==> config.mk <==
export PLATFORM = sky130hd
export DESIGN_NAME = four_point_touch_calibration_core_flat
export DESIGN_NICKNAME = d
export VERILOG_FILES = /design/src/design/ftc_pkg.sv /design/src/design/ftc_if.sv /design/src/design/ftc_front.sv /design/src/design/ftc_queue.sv /design/src/design/ftc_divider.sv /design/src/design/ftc_back.sv /design/src/design/four_point_touch_calibration_core.sv /design/src/flat_wrapper.sv
export SDC_FILE = /design/constraint.sdc
export NUM_CORES = 2
export LEC_CHECK = 0
export ABC_AREA = 1
export BUFFER_PORTS_ARGS = -buffer_cell sky130_fd_sc_hd__buf_2
export CAP_MARGIN = 10
export CELL_PAD_IN_SITES_DETAIL_PLACEMENT = 1
export CELL_PAD_IN_SITES_GLOBAL_PLACEMENT = 1
export CORE_MARGIN = 3
export CORE_UTILIZATION = 40
export CTS_CLUSTER_SIZE = 16
export DETAILED_ROUTE_END_ITERATION = 8
export PLACE_DENSITY_LB_ADDON = 0.1
export SYNTH_ARGS = -nofsm -noshare
export SYNTH_HDL_FRONTEND = slang
export SYNTH_SLANG_ARGS = --single-unit
export TNS_END_PERCENT = 1
==> constraint.sdc <==
create_clock -name clk -period 8.94 [get_ports clk]
set_input_delay 2.235 -clock clk [delete_from_list [all_inputs] [get_ports clk]]
set_output_delay 2.235 -clock clk [all_outputs]
set_load 0.01 [all_outputs]
==> src/design/ftc_pkg.sv <==
// Shared constants, codes and types of the four-point touch calibration core.
package ftc_pkg;

    // Defaults for the top-level parameters
    localparam int SAMPLES_PER_POINT_DEF = 4;
    localparam int COORD_BITS_DEF        = 10;
    localparam int COORD_BITS_MAX        = 16;

    // Field and register widths
    localparam int SCALE_W     = 12;
    localparam int THRESH_W    = 11;
    localparam int CFG_DATA_W  = 12;
    localparam int CFG_INDEX_W = 2;
    localparam int RESULT_W    = 16;

    // Queue item data words are sized for the widest sum any legal setting can produce
    localparam int ITEM_W      = COORD_BITS_MAX + 5;
    localparam int QUEUE_DEPTH = 2;

    // Configuration register indexes
    localparam logic [CFG_INDEX_W-1:0] CFG_SCREEN_WIDTH     = 2'd0;
    localparam logic [CFG_INDEX_W-1:0] CFG_SCREEN_HEIGHT    = 2'd1;
    localparam logic [CFG_INDEX_W-1:0] CFG_REPEAT_THRESHOLD = 2'd2;

    // Configuration reset values
    localparam logic [SCALE_W-1:0]  SCREEN_WIDTH_RST     = 12'd1024;
    localparam logic [SCALE_W-1:0]  SCREEN_HEIGHT_RST    = 12'd768;
    localparam logic [THRESH_W-1:0] REPEAT_THRESHOLD_RST = 11'd10;

    // Work classes handed from the front to the back
    typedef enum logic [1:0] {
        OP_REJECT,
        OP_ACCEPT,
        OP_CAPTURE,
        OP_MAP
    } op_t;

    typedef struct packed {
        op_t               op;
        logic [ITEM_W-1:0] a;
        logic [ITEM_W-1:0] b;
    } queue_item_t;

    typedef struct packed {
        logic signed [RESULT_W-1:0] result_x;
        logic signed [RESULT_W-1:0] result_y;
        logic                       sample_accepted;
        logic                       point_captured;
        logic                       calibration_done;
        logic                       map_error;
    } result_t;

endpackage

==> src/design/ftc_if.sv <==
// Channel interfaces of the four-point touch calibration core.
interface ftc_point_if #(
    parameter int COORD_BITS = ftc_pkg::COORD_BITS_DEF
) ();
    logic                  valid;
    logic                  ready;
    logic                  command;
    logic [COORD_BITS-1:0] point_x;
    logic [COORD_BITS-1:0] point_y;

    modport source (output valid, command, point_x, point_y, input ready);
    modport sink   (input valid, command, point_x, point_y, output ready);
endinterface

interface ftc_result_if ();
    logic                                valid;
    logic                                ready;
    logic signed [ftc_pkg::RESULT_W-1:0] result_x;
    logic signed [ftc_pkg::RESULT_W-1:0] result_y;
    logic                                sample_accepted;
    logic                                point_captured;
    logic                                calibration_done;
    logic                                map_error;

    modport source (output valid, result_x, result_y, sample_accepted, point_captured,
                    calibration_done, map_error, input ready);
    modport sink   (input valid, result_x, result_y, sample_accepted, point_captured,
                    calibration_done, map_error, output ready);
endinterface

==> src/design/ftc_front.sv <==
// Front end: repeat filter and sample accumulator, classifies each transfer for the back end.
module ftc_front #(
    parameter int SAMPLES_PER_POINT = ftc_pkg::SAMPLES_PER_POINT_DEF,
    parameter int COORD_BITS        = ftc_pkg::COORD_BITS_DEF
) (
    input  logic                          clk,
    input  logic                          rst_n,
    ftc_point_if.sink                     sample_in,
    input  logic [ftc_pkg::THRESH_W-1:0]  repeat_threshold,
    input  logic                          queue_full,
    output logic                          push,
    output ftc_pkg::queue_item_t          item
);
    import ftc_pkg::*;

    localparam int CNT_W = $clog2(SAMPLES_PER_POINT + 1);
    localparam int SUM_W = COORD_BITS + CNT_W;
    localparam int CMP_W = (COORD_BITS + 1 > THRESH_W) ? COORD_BITS + 1 : THRESH_W;

    logic [COORD_BITS-1:0] last_x_reg, last_x_next;
    logic [COORD_BITS-1:0] last_y_reg, last_y_next;
    logic [SUM_W-1:0]      sum_x_reg, sum_x_next;
    logic [SUM_W-1:0]      sum_y_reg, sum_y_next;
    logic [CNT_W-1:0]      count_reg, count_next;

    logic [COORD_BITS-1:0] diff_x;
    logic [COORD_BITS-1:0] diff_y;
    logic [CMP_W-1:0]      manhattan;
    logic                  is_repeat;
    logic [SUM_W-1:0]      sum_x_add;
    logic [SUM_W-1:0]      sum_y_add;
    logic [CNT_W-1:0]      count_inc;
    logic                  capture;

    // Accept whenever the queue has room
    assign sample_in.ready = !queue_full;
    assign push            = sample_in.valid && !queue_full;

    // Manhattan distance to the last accepted sample
    assign diff_x = (last_x_reg > sample_in.point_x) ? last_x_reg - sample_in.point_x
                                                      : sample_in.point_x - last_x_reg;
    assign diff_y = (last_y_reg > sample_in.point_y) ? last_y_reg - sample_in.point_y
                                                      : sample_in.point_y - last_y_reg;
    assign manhattan = CMP_W'(diff_x) + CMP_W'(diff_y);

    // A sample close to a nonzero last sample is a repeat
    assign is_repeat = (manhattan < CMP_W'(repeat_threshold))
                    && (last_x_reg != '0 || last_y_reg != '0);

    assign sum_x_add = sum_x_reg + SUM_W'(sample_in.point_x);
    assign sum_y_add = sum_y_reg + SUM_W'(sample_in.point_y);
    assign count_inc = count_reg + CNT_W'(1);
    assign capture   = (count_inc == CNT_W'(SAMPLES_PER_POINT));

    // Classify the transfer
    always_comb
    begin
        item.a = ITEM_W'(sample_in.point_x);
        item.b = ITEM_W'(sample_in.point_y);
        if (sample_in.command)
        begin
            item.op = OP_MAP;
        end
        else if (is_repeat)
        begin
            item.op = OP_REJECT;
        end
        else if (capture)
        begin
            item.op = OP_CAPTURE;
            item.a  = ITEM_W'(sum_x_add);
            item.b  = ITEM_W'(sum_y_add);
        end
        else
        begin
            item.op = OP_ACCEPT;
        end
    end

    // Advance the accumulator on an accepted sample
    always_comb
    begin
        last_x_next = last_x_reg;
        last_y_next = last_y_reg;
        sum_x_next  = sum_x_reg;
        sum_y_next  = sum_y_reg;
        count_next  = count_reg;
        if (push && !sample_in.command && !is_repeat)
        begin
            last_x_next = sample_in.point_x;
            last_y_next = sample_in.point_y;
            if (capture)
            begin
                sum_x_next = '0;
                sum_y_next = '0;
                count_next = '0;
            end
            else
            begin
                sum_x_next = sum_x_add;
                sum_y_next = sum_y_add;
                count_next = count_inc;
            end
        end
    end

    always_ff @(posedge clk or negedge rst_n)
    begin
        if (!rst_n)
        begin
            last_x_reg <= '0;
            last_y_reg <= '0;
            sum_x_reg  <= '0;
            sum_y_reg  <= '0;
            count_reg  <= '0;
        end
        else
        begin
            last_x_reg <= last_x_next;
            last_y_reg <= last_y_next;
            sum_x_reg  <= sum_x_next;
            sum_y_reg  <= sum_y_next;
            count_reg  <= count_next;
        end
    end

    a_count_range: assert property (@(posedge clk) disable iff (!rst_n)
        count_reg < CNT_W'(SAMPLES_PER_POINT))
        else $error("sample count out of range");

    a_capture_clears: assert property (@(posedge clk) disable iff (!rst_n)
        (push && item.op == OP_CAPTURE) |=> (count_reg == '0 && sum_x_reg == '0
                                             && sum_y_reg == '0))
        else $error("accumulator not cleared after a corner capture");

endmodule

==> src/design/ftc_queue.sv <==
// Short queue of classified items between the front and the back end.
module ftc_queue (
    input  logic                 clk,
    input  logic                 rst_n,
    input  logic                 push,
    input  ftc_pkg::queue_item_t item_in,
    output logic                 full,
    input  logic                 pop,
    output logic                 empty,
    output ftc_pkg::queue_item_t item_out
);
    import ftc_pkg::*;

    localparam int PTR_W = (QUEUE_DEPTH > 1) ? $clog2(QUEUE_DEPTH) : 1;
    localparam int CNT_W = $clog2(QUEUE_DEPTH + 1);

    queue_item_t        slot_reg [QUEUE_DEPTH];
    logic [PTR_W-1:0]   wr_ptr_reg, wr_ptr_next;
    logic [PTR_W-1:0]   rd_ptr_reg, rd_ptr_next;
    logic [CNT_W-1:0]   count_reg, count_next;

    assign full     = (count_reg == CNT_W'(QUEUE_DEPTH));
    assign empty    = (count_reg == '0);
    assign item_out = slot_reg[rd_ptr_reg];

    // Advance pointers and fill level
    always_comb
    begin
        wr_ptr_next = wr_ptr_reg;
        rd_ptr_next = rd_ptr_reg;
        count_next  = count_reg;
        if (push)
        begin
            wr_ptr_next = (wr_ptr_reg == PTR_W'(QUEUE_DEPTH - 1)) ? '0 : wr_ptr_reg + PTR_W'(1);
        end
        if (pop)
        begin
            rd_ptr_next = (rd_ptr_reg == PTR_W'(QUEUE_DEPTH - 1)) ? '0 : rd_ptr_reg + PTR_W'(1);
        end
        if (push && !pop)
        begin
            count_next = count_reg + CNT_W'(1);
        end
        else if (pop && !push)
        begin
            count_next = count_reg - CNT_W'(1);
        end
    end

    always_ff @(posedge clk or negedge rst_n)
    begin
        if (!rst_n)
        begin
            wr_ptr_reg <= '0;
            rd_ptr_reg <= '0;
            count_reg  <= '0;
        end
        else
        begin
            wr_ptr_reg <= wr_ptr_next;
            rd_ptr_reg <= rd_ptr_next;
            count_reg  <= count_next;
        end
    end

    // Store the pushed item
    always_ff @(posedge clk)
    begin
        if (push)
        begin
            slot_reg[wr_ptr_reg] <= item_in;
        end
    end

endmodule

==> src/design/ftc_divider.sv <==
// Restoring unsigned divider, one quotient bit per cycle.
module ftc_divider #(
    parameter int DIVIDEND_W = ftc_pkg::COORD_BITS_DEF + 13,
    parameter int DIVISOR_W  = ftc_pkg::COORD_BITS_DEF + 2
) (
    input  logic                  clk,
    input  logic                  rst_n,
    input  logic                  start,
    input  logic [DIVIDEND_W-1:0] dividend,
    input  logic [DIVISOR_W-1:0]  divisor,
    output logic                  busy,
    output logic                  done,
    output logic [DIVIDEND_W-1:0] quotient
);
    localparam int STEP_W = $clog2(DIVIDEND_W + 1);

    logic [DIVISOR_W:0]    rem_reg, rem_next;
    logic [DIVIDEND_W-1:0] quo_reg, quo_next;
    logic [DIVISOR_W-1:0]  dvs_reg, dvs_next;
    logic [STEP_W-1:0]     step_reg, step_next;
    logic                  busy_reg, busy_next;
    logic                  done_reg, done_next;

    logic [DIVISOR_W:0]    rem_shift;
    logic [DIVISOR_W+1:0]  trial;
    logic                  fits;

    // Trial subtract of the shifted remainder
    assign rem_shift = {rem_reg[DIVISOR_W-1:0], quo_reg[DIVIDEND_W-1]};
    assign trial     = {1'b0, rem_shift} - {2'b00, dvs_reg};
    assign fits      = !trial[DIVISOR_W+1];

    always_comb
    begin
        rem_next  = rem_reg;
        quo_next  = quo_reg;
        dvs_next  = dvs_reg;
        step_next = step_reg;
        busy_next = busy_reg;
        done_next = 1'b0;
        if (start)
        begin
            rem_next  = '0;
            quo_next  = dividend;
            dvs_next  = divisor;
            step_next = STEP_W'(DIVIDEND_W);
            busy_next = 1'b1;
        end
        else if (busy_reg)
        begin
            rem_next  = fits ? trial[DIVISOR_W:0] : rem_shift;
            quo_next  = {quo_reg[DIVIDEND_W-2:0], fits};
            step_next = step_reg - STEP_W'(1);
            if (step_reg == STEP_W'(1))
            begin
                busy_next = 1'b0;
                done_next = 1'b1;
            end
        end
    end

    always_ff @(posedge clk or negedge rst_n)
    begin
        if (!rst_n)
        begin
            step_reg <= '0;
            busy_reg <= 1'b0;
            done_reg <= 1'b0;
        end
        else
        begin
            step_reg <= step_next;
            busy_reg <= busy_next;
            done_reg <= done_next;
        end
    end

    always_ff @(posedge clk)
    begin
        rem_reg <= rem_next;
        quo_reg <= quo_next;
        dvs_reg <= dvs_next;
    end

    assign busy     = busy_reg;
    assign done     = done_reg;
    assign quotient = quo_reg;

endmodule

==> src/design/ftc_back.sv <==
// Back end: corner averaging, span calculation, point mapping and the output register.
module ftc_back #(
    parameter int SAMPLES_PER_POINT = ftc_pkg::SAMPLES_PER_POINT_DEF,
    parameter int COORD_BITS        = ftc_pkg::COORD_BITS_DEF
) (
    input  logic                          clk,
    input  logic                          rst_n,
    input  logic [ftc_pkg::SCALE_W-1:0]   screen_width,
    input  logic [ftc_pkg::SCALE_W-1:0]   screen_height,
    input  logic                          queue_empty,
    input  ftc_pkg::queue_item_t          head,
    output logic                          pop,
    ftc_result_if.source                  result_out
);
    import ftc_pkg::*;

    localparam int CNT_W  = $clog2(SAMPLES_PER_POINT + 1);
    localparam int SUM_W  = COORD_BITS + CNT_W;
    localparam int SPAN_W = COORD_BITS + 1;
    localparam int NUM_W  = COORD_BITS + 3;
    localparam int PROD_W = NUM_W + SCALE_W + 1;
    localparam int DIV_DW = COORD_BITS + 13;
    localparam int DIV_VW = COORD_BITS + 2;

    // Rounded mean (2 * sum + n) / (2 * n) by a reciprocal multiply, exact over CAP_W bits
    localparam int CAP_W  = SUM_W + 1;
    localparam int CAP_D  = 2 * SAMPLES_PER_POINT;
    localparam int CAP_S  = CAP_W + $clog2(CAP_D);
    localparam int CAP_MW = CAP_W + 1;
    localparam int CAP_PW = CAP_W + CAP_MW;
    localparam logic [CAP_MW-1:0] CAP_RECIP = CAP_MW'(((1 << CAP_S) + CAP_D - 1) / CAP_D);

    localparam logic [2:0] ST_IDLE  = 3'd0;
    localparam logic [2:0] ST_MUL   = 3'd1;
    localparam logic [2:0] ST_START = 3'd2;
    localparam logic [2:0] ST_DIV   = 3'd3;
    localparam logic [2:0] ST_SPAN  = 3'd4;
    localparam logic [2:0] ST_HOLD  = 3'd5;

    logic [2:0]                  state_reg, state_next;
    logic [COORD_BITS-1:0]       px_reg, px_next;
    logic [COORD_BITS-1:0]       py_reg, py_next;
    logic [3:0][COORD_BITS-1:0]  corner_x_reg, corner_x_next;
    logic [3:0][COORD_BITS-1:0]  corner_y_reg, corner_y_next;
    logic [1:0]                  idx_reg, idx_next;
    logic signed [SPAN_W-1:0]    span_w_reg, span_w_next;
    logic signed [SPAN_W-1:0]    span_h_reg, span_h_next;
    logic                        calibrated_reg, calibrated_next;
    logic signed [PROD_W-1:0]    prod_x_reg, prod_x_next;
    logic signed [PROD_W-1:0]    prod_y_reg, prod_y_next;
    logic                        neg_x_reg, neg_x_next;
    logic                        neg_y_reg, neg_y_next;
    result_t                     res_reg, res_next;
    logic                        out_valid_reg, out_valid_next;
    result_t                     out_data_reg, out_data_next;

    logic                        div_start;
    logic [DIV_DW-1:0]           dividend_x, dividend_y;
    logic [DIV_VW-1:0]           divisor_x, divisor_y;
    logic                        busy_x, busy_y;
    logic                        done_x, done_y;
    logic [DIV_DW-1:0]           quo_x, quo_y;

    logic signed [NUM_W-1:0]     num_x, num_y;
    logic [PROD_W-1:0]           prod_mag_x, prod_mag_y;
    logic signed [DIV_VW-1:0]    span2_h, span2_w;
    logic [DIV_VW-1:0]           span_mag_h, span_mag_w;
    logic [CAP_W-1:0]            cap_num_x, cap_num_y;
    logic [CAP_PW-1:0]           cap_prod_x, cap_prod_y;
    logic [COORD_BITS-1:0]       avg_x, avg_y;
    logic signed [SPAN_W:0]      h_sum, w_sum;
    logic signed [SPAN_W:0]      h_adj, w_adj;
    logic [RESULT_W:0]           sat_x, sat_y;

    // Clamp a signed quotient given as magnitude and sign; returns {error, value}
    function automatic logic [RESULT_W:0] saturate(input logic [DIV_DW-1:0] mag,
                                                    input logic neg);
        logic [RESULT_W:0] r;
        if (neg)
        begin
            if (mag > DIV_DW'(32768))
            begin
                r = {1'b1, 1'b1, {(RESULT_W-1){1'b0}}};
            end
            else
            begin
                r = {1'b0, RESULT_W'(0) - mag[RESULT_W-1:0]};
            end
        end
        else
        begin
            if (mag > DIV_DW'(32767))
            begin
                r = {1'b1, 1'b0, {(RESULT_W-1){1'b1}}};
            end
            else
            begin
                r = {1'b0, mag[RESULT_W-1:0]};
            end
        end
        return r;
    endfunction

    // Mapping numerators with swapped axes
    assign num_x = $signed({2'b00, py_reg, 1'b0}) - $signed({3'b000, corner_y_reg[0]})
                 - $signed({3'b000, corner_y_reg[3]});
    assign num_y = $signed({3'b000, corner_x_reg[0]}) + $signed({3'b000, corner_x_reg[1]})
                 - $signed({2'b00, px_reg, 1'b0});

    assign prod_mag_x = prod_x_reg[PROD_W-1] ? $unsigned(-prod_x_reg) : $unsigned(prod_x_reg);
    assign prod_mag_y = prod_y_reg[PROD_W-1] ? $unsigned(-prod_y_reg) : $unsigned(prod_y_reg);

    assign span2_h    = {span_h_reg, 1'b0};
    assign span2_w    = {span_w_reg, 1'b0};
    assign span_mag_h = span2_h[DIV_VW-1] ? $unsigned(-span2_h) : $unsigned(span2_h);
    assign span_mag_w = span2_w[DIV_VW-1] ? $unsigned(-span2_w) : $unsigned(span2_w);

    // Rounded mean of the corner samples, half up
    assign cap_num_x  = {head.a[SUM_W-1:0], 1'b0} + CAP_W'(SAMPLES_PER_POINT);
    assign cap_num_y  = {head.b[SUM_W-1:0], 1'b0} + CAP_W'(SAMPLES_PER_POINT);
    assign cap_prod_x = CAP_PW'(cap_num_x) * CAP_PW'(CAP_RECIP);
    assign cap_prod_y = CAP_PW'(cap_num_y) * CAP_PW'(CAP_RECIP);
    assign avg_x      = cap_prod_x[CAP_S +: COORD_BITS];
    assign avg_y      = cap_prod_y[CAP_S +: COORD_BITS];

    // Spans from the four corners, halved toward zero
    assign h_sum = $signed({2'b00, corner_y_reg[1]}) - $signed({2'b00, corner_y_reg[0]})
                 + $signed({2'b00, corner_y_reg[2]}) - $signed({2'b00, corner_y_reg[3]});
    assign w_sum = $signed({2'b00, corner_x_reg[0]}) - $signed({2'b00, corner_x_reg[3]})
                 + $signed({2'b00, corner_x_reg[1]}) - $signed({2'b00, corner_x_reg[2]});
    assign h_adj = h_sum + $signed({{SPAN_W{1'b0}}, h_sum[SPAN_W]});
    assign w_adj = w_sum + $signed({{SPAN_W{1'b0}}, w_sum[SPAN_W]});

    assign sat_x = saturate(quo_x, neg_x_reg);
    assign sat_y = saturate(quo_y, neg_y_reg);

    ftc_divider #(
        .DIVIDEND_W (DIV_DW),
        .DIVISOR_W  (DIV_VW)
    ) u_div_x (
        .clk      (clk),
        .rst_n    (rst_n),
        .start    (div_start),
        .dividend (dividend_x),
        .divisor  (divisor_x),
        .busy     (busy_x),
        .done     (done_x),
        .quotient (quo_x)
    );

    ftc_divider #(
        .DIVIDEND_W (DIV_DW),
        .DIVISOR_W  (DIV_VW)
    ) u_div_y (
        .clk      (clk),
        .rst_n    (rst_n),
        .start    (div_start),
        .dividend (dividend_y),
        .divisor  (divisor_y),
        .busy     (busy_y),
        .done     (done_y),
        .quotient (quo_y)
    );

    // Sequencer
    always_comb
    begin
        state_next      = state_reg;
        px_next         = px_reg;
        py_next         = py_reg;
        corner_x_next   = corner_x_reg;
        corner_y_next   = corner_y_reg;
        idx_next        = idx_reg;
        span_w_next     = span_w_reg;
        span_h_next     = span_h_reg;
        calibrated_next = calibrated_reg;
        prod_x_next     = prod_x_reg;
        prod_y_next     = prod_y_reg;
        neg_x_next      = neg_x_reg;
        neg_y_next      = neg_y_reg;
        res_next        = res_reg;
        out_valid_next  = out_valid_reg && !result_out.ready;
        out_data_next   = out_data_reg;
        pop             = 1'b0;
        div_start       = 1'b0;
        dividend_x      = '0;
        dividend_y      = '0;
        divisor_x       = '0;
        divisor_y       = '0;

        case (state_reg)
            ST_IDLE:
            begin
                if (!queue_empty)
                begin
                    pop      = 1'b1;
                    px_next  = head.a[COORD_BITS-1:0];
                    py_next  = head.b[COORD_BITS-1:0];
                    res_next = '0;
                    case (head.op)
                        OP_REJECT:
                        begin
                            state_next = ST_HOLD;
                        end
                        OP_ACCEPT:
                        begin
                            res_next.sample_accepted = 1'b1;
                            state_next               = ST_HOLD;
                        end
                        OP_CAPTURE:
                        begin
                            corner_x_next[idx_reg]   = avg_x;
                            corner_y_next[idx_reg]   = avg_y;
                            res_next.result_x        = RESULT_W'(avg_x);
                            res_next.result_y        = RESULT_W'(avg_y);
                            res_next.sample_accepted = 1'b1;
                            res_next.point_captured  = 1'b1;
                            idx_next                 = idx_reg + 2'd1;
                            state_next               = (idx_reg == 2'd3) ? ST_SPAN : ST_HOLD;
                        end
                        OP_MAP:
                        begin
                            if (calibrated_reg)
                            begin
                                state_next = ST_MUL;
                            end
                            else
                            begin
                                res_next.result_x = RESULT_W'(head.a[COORD_BITS-1:0]);
                                res_next.result_y = RESULT_W'(head.b[COORD_BITS-1:0]);
                                state_next        = ST_HOLD;
                            end
                        end
                        default:
                        begin
                            state_next = ST_HOLD;
                        end
                    endcase
                end
            end

            ST_MUL:
            begin
                prod_x_next = num_x * $signed({1'b0, screen_width});
                prod_y_next = num_y * $signed({1'b0, screen_height});
                state_next  = ST_START;
            end

            ST_START:
            begin
                div_start  = 1'b1;
                dividend_x = prod_mag_x[DIV_DW-1:0];
                dividend_y = prod_mag_y[DIV_DW-1:0];
                divisor_x  = span_mag_h;
                divisor_y  = span_mag_w;
                neg_x_next = prod_x_reg[PROD_W-1] ^ span_h_reg[SPAN_W-1];
                neg_y_next = prod_y_reg[PROD_W-1] ^ span_w_reg[SPAN_W-1];
                state_next = ST_DIV;
            end

            ST_DIV:
            begin
                if (done_x)
                begin
                    // A zero span gives zero on its axis and flags the error
                    res_next.map_error = 1'b0;
                    if (span_h_reg == '0)
                    begin
                        res_next.result_x  = '0;
                        res_next.map_error = 1'b1;
                    end
                    else
                    begin
                        res_next.result_x = sat_x[RESULT_W-1:0];
                        if (sat_x[RESULT_W])
                        begin
                            res_next.map_error = 1'b1;
                        end
                    end
                    if (span_w_reg == '0)
                    begin
                        res_next.result_y  = '0;
                        res_next.map_error = 1'b1;
                    end
                    else
                    begin
                        res_next.result_y = sat_y[RESULT_W-1:0];
                        if (sat_y[RESULT_W])
                        begin
                            res_next.map_error = 1'b1;
                        end
                    end
                    state_next = ST_HOLD;
                end
            end

            ST_SPAN:
            begin
                span_h_next               = h_adj[SPAN_W:1];
                span_w_next               = w_adj[SPAN_W:1];
                calibrated_next           = 1'b1;
                res_next.calibration_done = 1'b1;
                state_next                = ST_HOLD;
            end

            ST_HOLD:
            begin
                // Load the output register once it is free or being drained
                if (!out_valid_reg || result_out.ready)
                begin
                    out_valid_next = 1'b1;
                    out_data_next  = res_reg;
                    state_next     = ST_IDLE;
                end
            end

            default:
            begin
                state_next = ST_IDLE;
            end
        endcase
    end

    always_ff @(posedge clk or negedge rst_n)
    begin
        if (!rst_n)
        begin
            state_reg      <= ST_IDLE;
            corner_x_reg   <= '0;
            corner_y_reg   <= '0;
            idx_reg        <= '0;
            span_w_reg     <= '0;
            span_h_reg     <= '0;
            calibrated_reg <= 1'b0;
            out_valid_reg  <= 1'b0;
        end
        else
        begin
            state_reg      <= state_next;
            corner_x_reg   <= corner_x_next;
            corner_y_reg   <= corner_y_next;
            idx_reg        <= idx_next;
            span_w_reg     <= span_w_next;
            span_h_reg     <= span_h_next;
            calibrated_reg <= calibrated_next;
            out_valid_reg  <= out_valid_next;
        end
    end

    // Payload registers
    always_ff @(posedge clk)
    begin
        px_reg       <= px_next;
        py_reg       <= py_next;
        prod_x_reg   <= prod_x_next;
        prod_y_reg   <= prod_y_next;
        neg_x_reg    <= neg_x_next;
        neg_y_reg    <= neg_y_next;
        res_reg      <= res_next;
        out_data_reg <= out_data_next;
    end

    assign result_out.valid            = out_valid_reg;
    assign result_out.result_x         = out_data_reg.result_x;
    assign result_out.result_y         = out_data_reg.result_y;
    assign result_out.sample_accepted  = out_data_reg.sample_accepted;
    assign result_out.point_captured   = out_data_reg.point_captured;
    assign result_out.calibration_done = out_data_reg.calibration_done;
    assign result_out.map_error        = out_data_reg.map_error;

    a_div_running: assert property (@(posedge clk) disable iff (!rst_n)
        (state_reg == ST_DIV) |-> (busy_x || done_x))
        else $error("waiting on a divider that is not running");

    a_div_lockstep: assert property (@(posedge clk) disable iff (!rst_n)
        (done_x == done_y) && (busy_x == busy_y))
        else $error("divider lanes out of step");

    a_done_with_capture: assert property (@(posedge clk) disable iff (!rst_n)
        (out_valid_reg && out_data_reg.calibration_done)
            |-> (out_data_reg.point_captured && out_data_reg.sample_accepted
                 && !out_data_reg.map_error))
        else $error("calibration done without a captured corner");

endmodule

==> src/design/four_point_touch_calibration_core.sv <==
// Top level of the four-point touch calibration core: configuration registers and wiring.
//
//  Channel      Direction  Handshake      Payload
//  sample_in    in         valid/ready    command, point_x, point_y
//  result_out   out        valid/ready    result_x, result_y, sample_accepted,
//                                         point_captured, calibration_done, map_error
//  cfg          in         cfg_we         cfg_index, cfg_data (write only)
//
//  Each input transfer is registered in the queue before the back end takes it. Rejected
//  and plain accepted samples, corner captures and map commands before calibration pass
//  the idle and hold states, the fourth corner also the span state. A calibrated map also
//  passes the multiply, start and divide states, the last waiting on the bit-serial
//  dividers, one for each axis. Reset is asynchronous and active low; it clears the
//  corners, spans and control state. The front keeps taking transfers into a two-entry
//  queue until it is full while the back end or the output register stalls.
module four_point_touch_calibration_core #(
    parameter int SAMPLES_PER_POINT = ftc_pkg::SAMPLES_PER_POINT_DEF,
    parameter int COORD_BITS        = ftc_pkg::COORD_BITS_DEF
) (
    input  logic                            clk,
    input  logic                            rst_n,
    input  logic                            cfg_we,
    input  logic [ftc_pkg::CFG_INDEX_W-1:0] cfg_index,
    input  logic [ftc_pkg::CFG_DATA_W-1:0]  cfg_data,
    ftc_point_if.sink                       sample_in,
    ftc_result_if.source                    result_out
);
    import ftc_pkg::*;

    logic [SCALE_W-1:0]  screen_width_reg, screen_width_next;
    logic [SCALE_W-1:0]  screen_height_reg, screen_height_next;
    logic [THRESH_W-1:0] threshold_reg, threshold_next;

    logic        push;
    logic        pop;
    logic        queue_full;
    logic        queue_empty;
    queue_item_t front_item;
    queue_item_t head_item;

    // Configuration writes; unknown indexes are dropped
    always_comb
    begin
        screen_width_next  = screen_width_reg;
        screen_height_next = screen_height_reg;
        threshold_next     = threshold_reg;
        if (cfg_we)
        begin
            case (cfg_index)
                CFG_SCREEN_WIDTH:     screen_width_next  = cfg_data[SCALE_W-1:0];
                CFG_SCREEN_HEIGHT:    screen_height_next = cfg_data[SCALE_W-1:0];
                CFG_REPEAT_THRESHOLD: threshold_next     = cfg_data[THRESH_W-1:0];
                default:              threshold_next     = threshold_reg;
            endcase
        end
    end

    always_ff @(posedge clk or negedge rst_n)
    begin
        if (!rst_n)
        begin
            screen_width_reg  <= SCREEN_WIDTH_RST;
            screen_height_reg <= SCREEN_HEIGHT_RST;
            threshold_reg     <= REPEAT_THRESHOLD_RST;
        end
        else
        begin
            screen_width_reg  <= screen_width_next;
            screen_height_reg <= screen_height_next;
            threshold_reg     <= threshold_next;
        end
    end

    ftc_front #(
        .SAMPLES_PER_POINT (SAMPLES_PER_POINT),
        .COORD_BITS        (COORD_BITS)
    ) u_front (
        .clk              (clk),
        .rst_n            (rst_n),
        .sample_in        (sample_in),
        .repeat_threshold (threshold_reg),
        .queue_full       (queue_full),
        .push             (push),
        .item             (front_item)
    );

    ftc_queue u_queue (
        .clk      (clk),
        .rst_n    (rst_n),
        .push     (push),
        .item_in  (front_item),
        .full     (queue_full),
        .pop      (pop),
        .empty    (queue_empty),
        .item_out (head_item)
    );

    ftc_back #(
        .SAMPLES_PER_POINT (SAMPLES_PER_POINT),
        .COORD_BITS        (COORD_BITS)
    ) u_back (
        .clk           (clk),
        .rst_n         (rst_n),
        .screen_width  (screen_width_reg),
        .screen_height (screen_height_reg),
        .queue_empty   (queue_empty),
        .head          (head_item),
        .pop           (pop),
        .result_out    (result_out)
    );

endmodule

==> src/flat_wrapper.sv <==
// flat-port wrapper written by rule: the top's interface ports become plain ports
module four_point_touch_calibration_core_flat import ftc_pkg::*;
#(
    parameter int SAMPLES_PER_POINT = ftc_pkg::SAMPLES_PER_POINT_DEF,
    parameter int COORD_BITS        = ftc_pkg::COORD_BITS_DEF
)
  (clk, rst_n, cfg_we, cfg_index, cfg_data, sample_in_valid, sample_in_command, sample_in_point_x, sample_in_point_y, sample_in_ready, result_out_valid, result_out_result_x, result_out_result_y, result_out_sample_accepted, result_out_point_captured, result_out_calibration_done, result_out_map_error, result_out_ready);
  ftc_point_if #(.COORD_BITS(COORD_BITS)) sample_in_i ();
  ftc_result_if result_out_i ();
  input  logic clk;
  input  logic rst_n;
  input  logic cfg_we;
  input  logic [ftc_pkg::CFG_INDEX_W-1:0] cfg_index;
  input  logic [ftc_pkg::CFG_DATA_W-1:0] cfg_data;
  input wire logic [$bits(sample_in_i.valid)-1:0] sample_in_valid;
  input wire logic [$bits(sample_in_i.command)-1:0] sample_in_command;
  input wire logic [$bits(sample_in_i.point_x)-1:0] sample_in_point_x;
  input wire logic [$bits(sample_in_i.point_y)-1:0] sample_in_point_y;
  output wire logic [$bits(sample_in_i.ready)-1:0] sample_in_ready;
  output wire logic [$bits(result_out_i.valid)-1:0] result_out_valid;
  output wire logic [$bits(result_out_i.result_x)-1:0] result_out_result_x;
  output wire logic [$bits(result_out_i.result_y)-1:0] result_out_result_y;
  output wire logic [$bits(result_out_i.sample_accepted)-1:0] result_out_sample_accepted;
  output wire logic [$bits(result_out_i.point_captured)-1:0] result_out_point_captured;
  output wire logic [$bits(result_out_i.calibration_done)-1:0] result_out_calibration_done;
  output wire logic [$bits(result_out_i.map_error)-1:0] result_out_map_error;
  input wire logic [$bits(result_out_i.ready)-1:0] result_out_ready;
  assign sample_in_i.valid = sample_in_valid;
  assign sample_in_i.command = sample_in_command;
  assign sample_in_i.point_x = sample_in_point_x;
  assign sample_in_i.point_y = sample_in_point_y;
  assign sample_in_ready = sample_in_i.ready;
  assign result_out_valid = result_out_i.valid;
  assign result_out_result_x = result_out_i.result_x;
  assign result_out_result_y = result_out_i.result_y;
  assign result_out_sample_accepted = result_out_i.sample_accepted;
  assign result_out_point_captured = result_out_i.point_captured;
  assign result_out_calibration_done = result_out_i.calibration_done;
  assign result_out_map_error = result_out_i.map_error;
  assign result_out_i.ready = result_out_ready;
  four_point_touch_calibration_core #(.SAMPLES_PER_POINT(SAMPLES_PER_POINT), .COORD_BITS(COORD_BITS)) u_core (.clk(clk), .rst_n(rst_n), .cfg_we(cfg_we), .cfg_index(cfg_index), .cfg_data(cfg_data), .sample_in(sample_in_i), .result_out(result_out_i));
endmodule
==> run metrics <==
final worst-path cycle share 90.8%; Rel. slew slack 23.2%; Min-Delay Startpoint u_core.u_back.res_reg[31]; most used cell, CP nand2_1; MaxCap Viol Count 0; critical path class flop to flop; vias in the first global route 35527; R2R Setup Slk 820 ps; DRT antenna net count 0; I/O Buffers 77; Final Hold Fails 0; Row Count 117; top cells by count, synth nand2_1, inv_1, nor2_1; Reg2Reg Depth 35; CTS Root Cell clkbuf_16; Detail Placement HPWL 98900 um; DR vias 33322; Sink Count 494; Crit path required time 9340 ps; Die X 328 um; Synth Instances 5073; area leader, netlist edfxtp_1; first-iteration detailed-routing DRC count 1687; initial core utilization 40.6%; Post-Route WL 123000 um; largest net degree at the start of global routing 120; Hold Crit Depth 0; grt ovf 0; part of the Yosys area used for sequential elements 32.7%; Peak Freq 123 MHz; Post-CTS Resized 0; CTS tree built; CTS buffer count 60; ANT cells 0; # nets final 5784; Mapped Nets 5739; synth warn 0; Setup Fix Bufs, Post-CTS 0; clk buf depth 3; Core Footprint 102000 um2; WL/cell 18.9 um; die area 108000 um2; Mapped Area 41500 um2; placer congestion estimate 0.880; setup TNS 0 ps; gr usage total 23.4%; Worst Skew 25.2 ps; max FFs per register 52; CTS Hold Bufs 0; ys async rst share 42.1%; worst-path maximum fanout 11; Syn Area/Cell 8.18 um2; Hold Path Sink u_core.u_back.result_out.result_x[11]; CP Capture Type flop; count leader, synth nand2_1; Worst path max stage delay 550 ps; clock period minus worst slack 8120 ps; worst slew pin tran 1150 ps; Main synth FF type edfxtp_1; Crit path buffers/inverters 5; Startpoint Class flop; drt first pass iters 5; first-pass GRT wire length 200000 um; initial antenna violation count 0; P&R area growth vs syn 9.20%; Yosys top cell area share 19.0%; outcome finished clean; Final setup viols 0; data arrival time of the critical path 8520 ps; drt drc 0; clk slew on worst S/H paths 60 ps; synth unique cells 58; DR vias/cell 5.10; RSZ-0062 raised after global routing false; fin. max-slew vios 0; EDFF count, synth 262; worst r2r src u_core.u_back.corner_y_reg[2]; R2R Path End u_core.u_back.prod_x_reg[19]; io pins 78; H-tree levels 2; slowest CP cell fa_1; worst skew pair latency 660 ps; share of post-route cells with drive strength above 1 5.24%; Top delay family on crit path adder cells; Die H 328 um; worst hold path class flop to flop; Synth area leaders edfxtp_1, fa_1, dfrtp_1; count of state elements after synthesis 494
## per-stage QoR
| step | util [%] | setup WS, ps | hold WS [ps] | std cells | cell area (um2) |
|---|---|---|---|---|---|
| 2_1_floorplan | - | 1880 | 400 | 5073 | 41500 |
| 3_3_place_gp | 42.4 | 987 | 403 | 6424 | 43300 |
| 3_5_place_dp | 42.4 | 839 | 406 | 6424 | 43300 |
| 4_1_cts | 44.3 | 777 | 419 | 6536 | 45300 |
| 5_1_grt | 44.3 | 76.9 | 423 | 6536 | 45300 |
| 6_report | 44.3 | 823 | 417 | 6536 | 45300 |
## worst reg2reg max path, delay by kind of cell (launching register included)
family / cells / cell delay [ps]
flops: 1 / 350
xor+xnor: 2 / 310
fa+ha+maj: 8 / 3590
compound gates: 6 / 1370
buf+inv: 5 / 610
simple gates: 14 / 1660
## cell usage in the layout, fill, tap and decap left out, types with 50 or more instances in the layout
cell type	netlist	layout
nand2_1	1150	1150
inv_1	924	923
nor2_1	369	367
o21ai_0	352	352
ha_1	339	339
fa_1	287	287
edfxtp_1	262	262
nand3_1	242	242
a21oi_1	225	223
dfrtp_1	203	203
xor2_1	151	151
buf_2	23	76
nor3_1	70	67
clkbuf_16	0	61
nand4_1	50	50
## layer usage
metal  vias to the layer above  part of all wire, %  GRT usage (%)  routed length (um)
li1                      16278                    -              -                   -
met3                       100                  3.0           2.15                3730
met2                       402                   48           39.9               58700
met1                     16542                   48           32.7               58800
met5                         -                    0              0                   0
met4                         0                  1.7           4.40                2100
## worst max path at each step
stage | cells past startpoint | to | from
6_report | 35 | u_core.u_back.prod_x_reg[19] | u_core.u_back.corner_y_reg[2]
5_1_grt | 36 | u_core.u_back.prod_x_reg[19] | u_core.u_back.corner_y_reg[2]
4_1_cts | 35 | u_core.u_back.prod_x_reg[19] | u_core.u_back.corner_y_reg[2]
3_5_place_dp | 35 | u_core.u_back.prod_x_reg[19] | u_core.u_back.corner_y_reg[2]
3_3_place_gp | 35 | u_core.u_back.prod_x_reg[19] | u_core.u_back.corner_y_reg[2]
2_1_floorplan | 36 | u_core.u_back.prod_x_reg[19] | u_core.u_back.py_reg[1]
## kinds of logic (layout without fill, tap and decap cells)
logic type                 Yosys count  in the layout  share of synthesized area, %
AOI/OAI and AO/OA                  732            732                          9.53
buffers and inverters             1050           1145                          9.66
and+or+nand+nor                   1964           1964                          19.7
DFF                                494            494                          32.7
muxes                                4              4                        0.0965
xor gates and xnor gates           203            203                          4.32
adders and majority gates          626            626                          24.1
## area by class of cell
cell class	count	area (um2)
fillers	12372	57000
multi-input cells	3529	24000
flip-flops and latches	494	13600
inverters	935	3510
well taps	1368	1710
clock buffers	79	1630
repair buffers	98	566
clock inverters	33	352
Power is left out: the tool's default activity adds up to more than one toggle a clock period on the data nets, which glitch-free logic cannot reach.
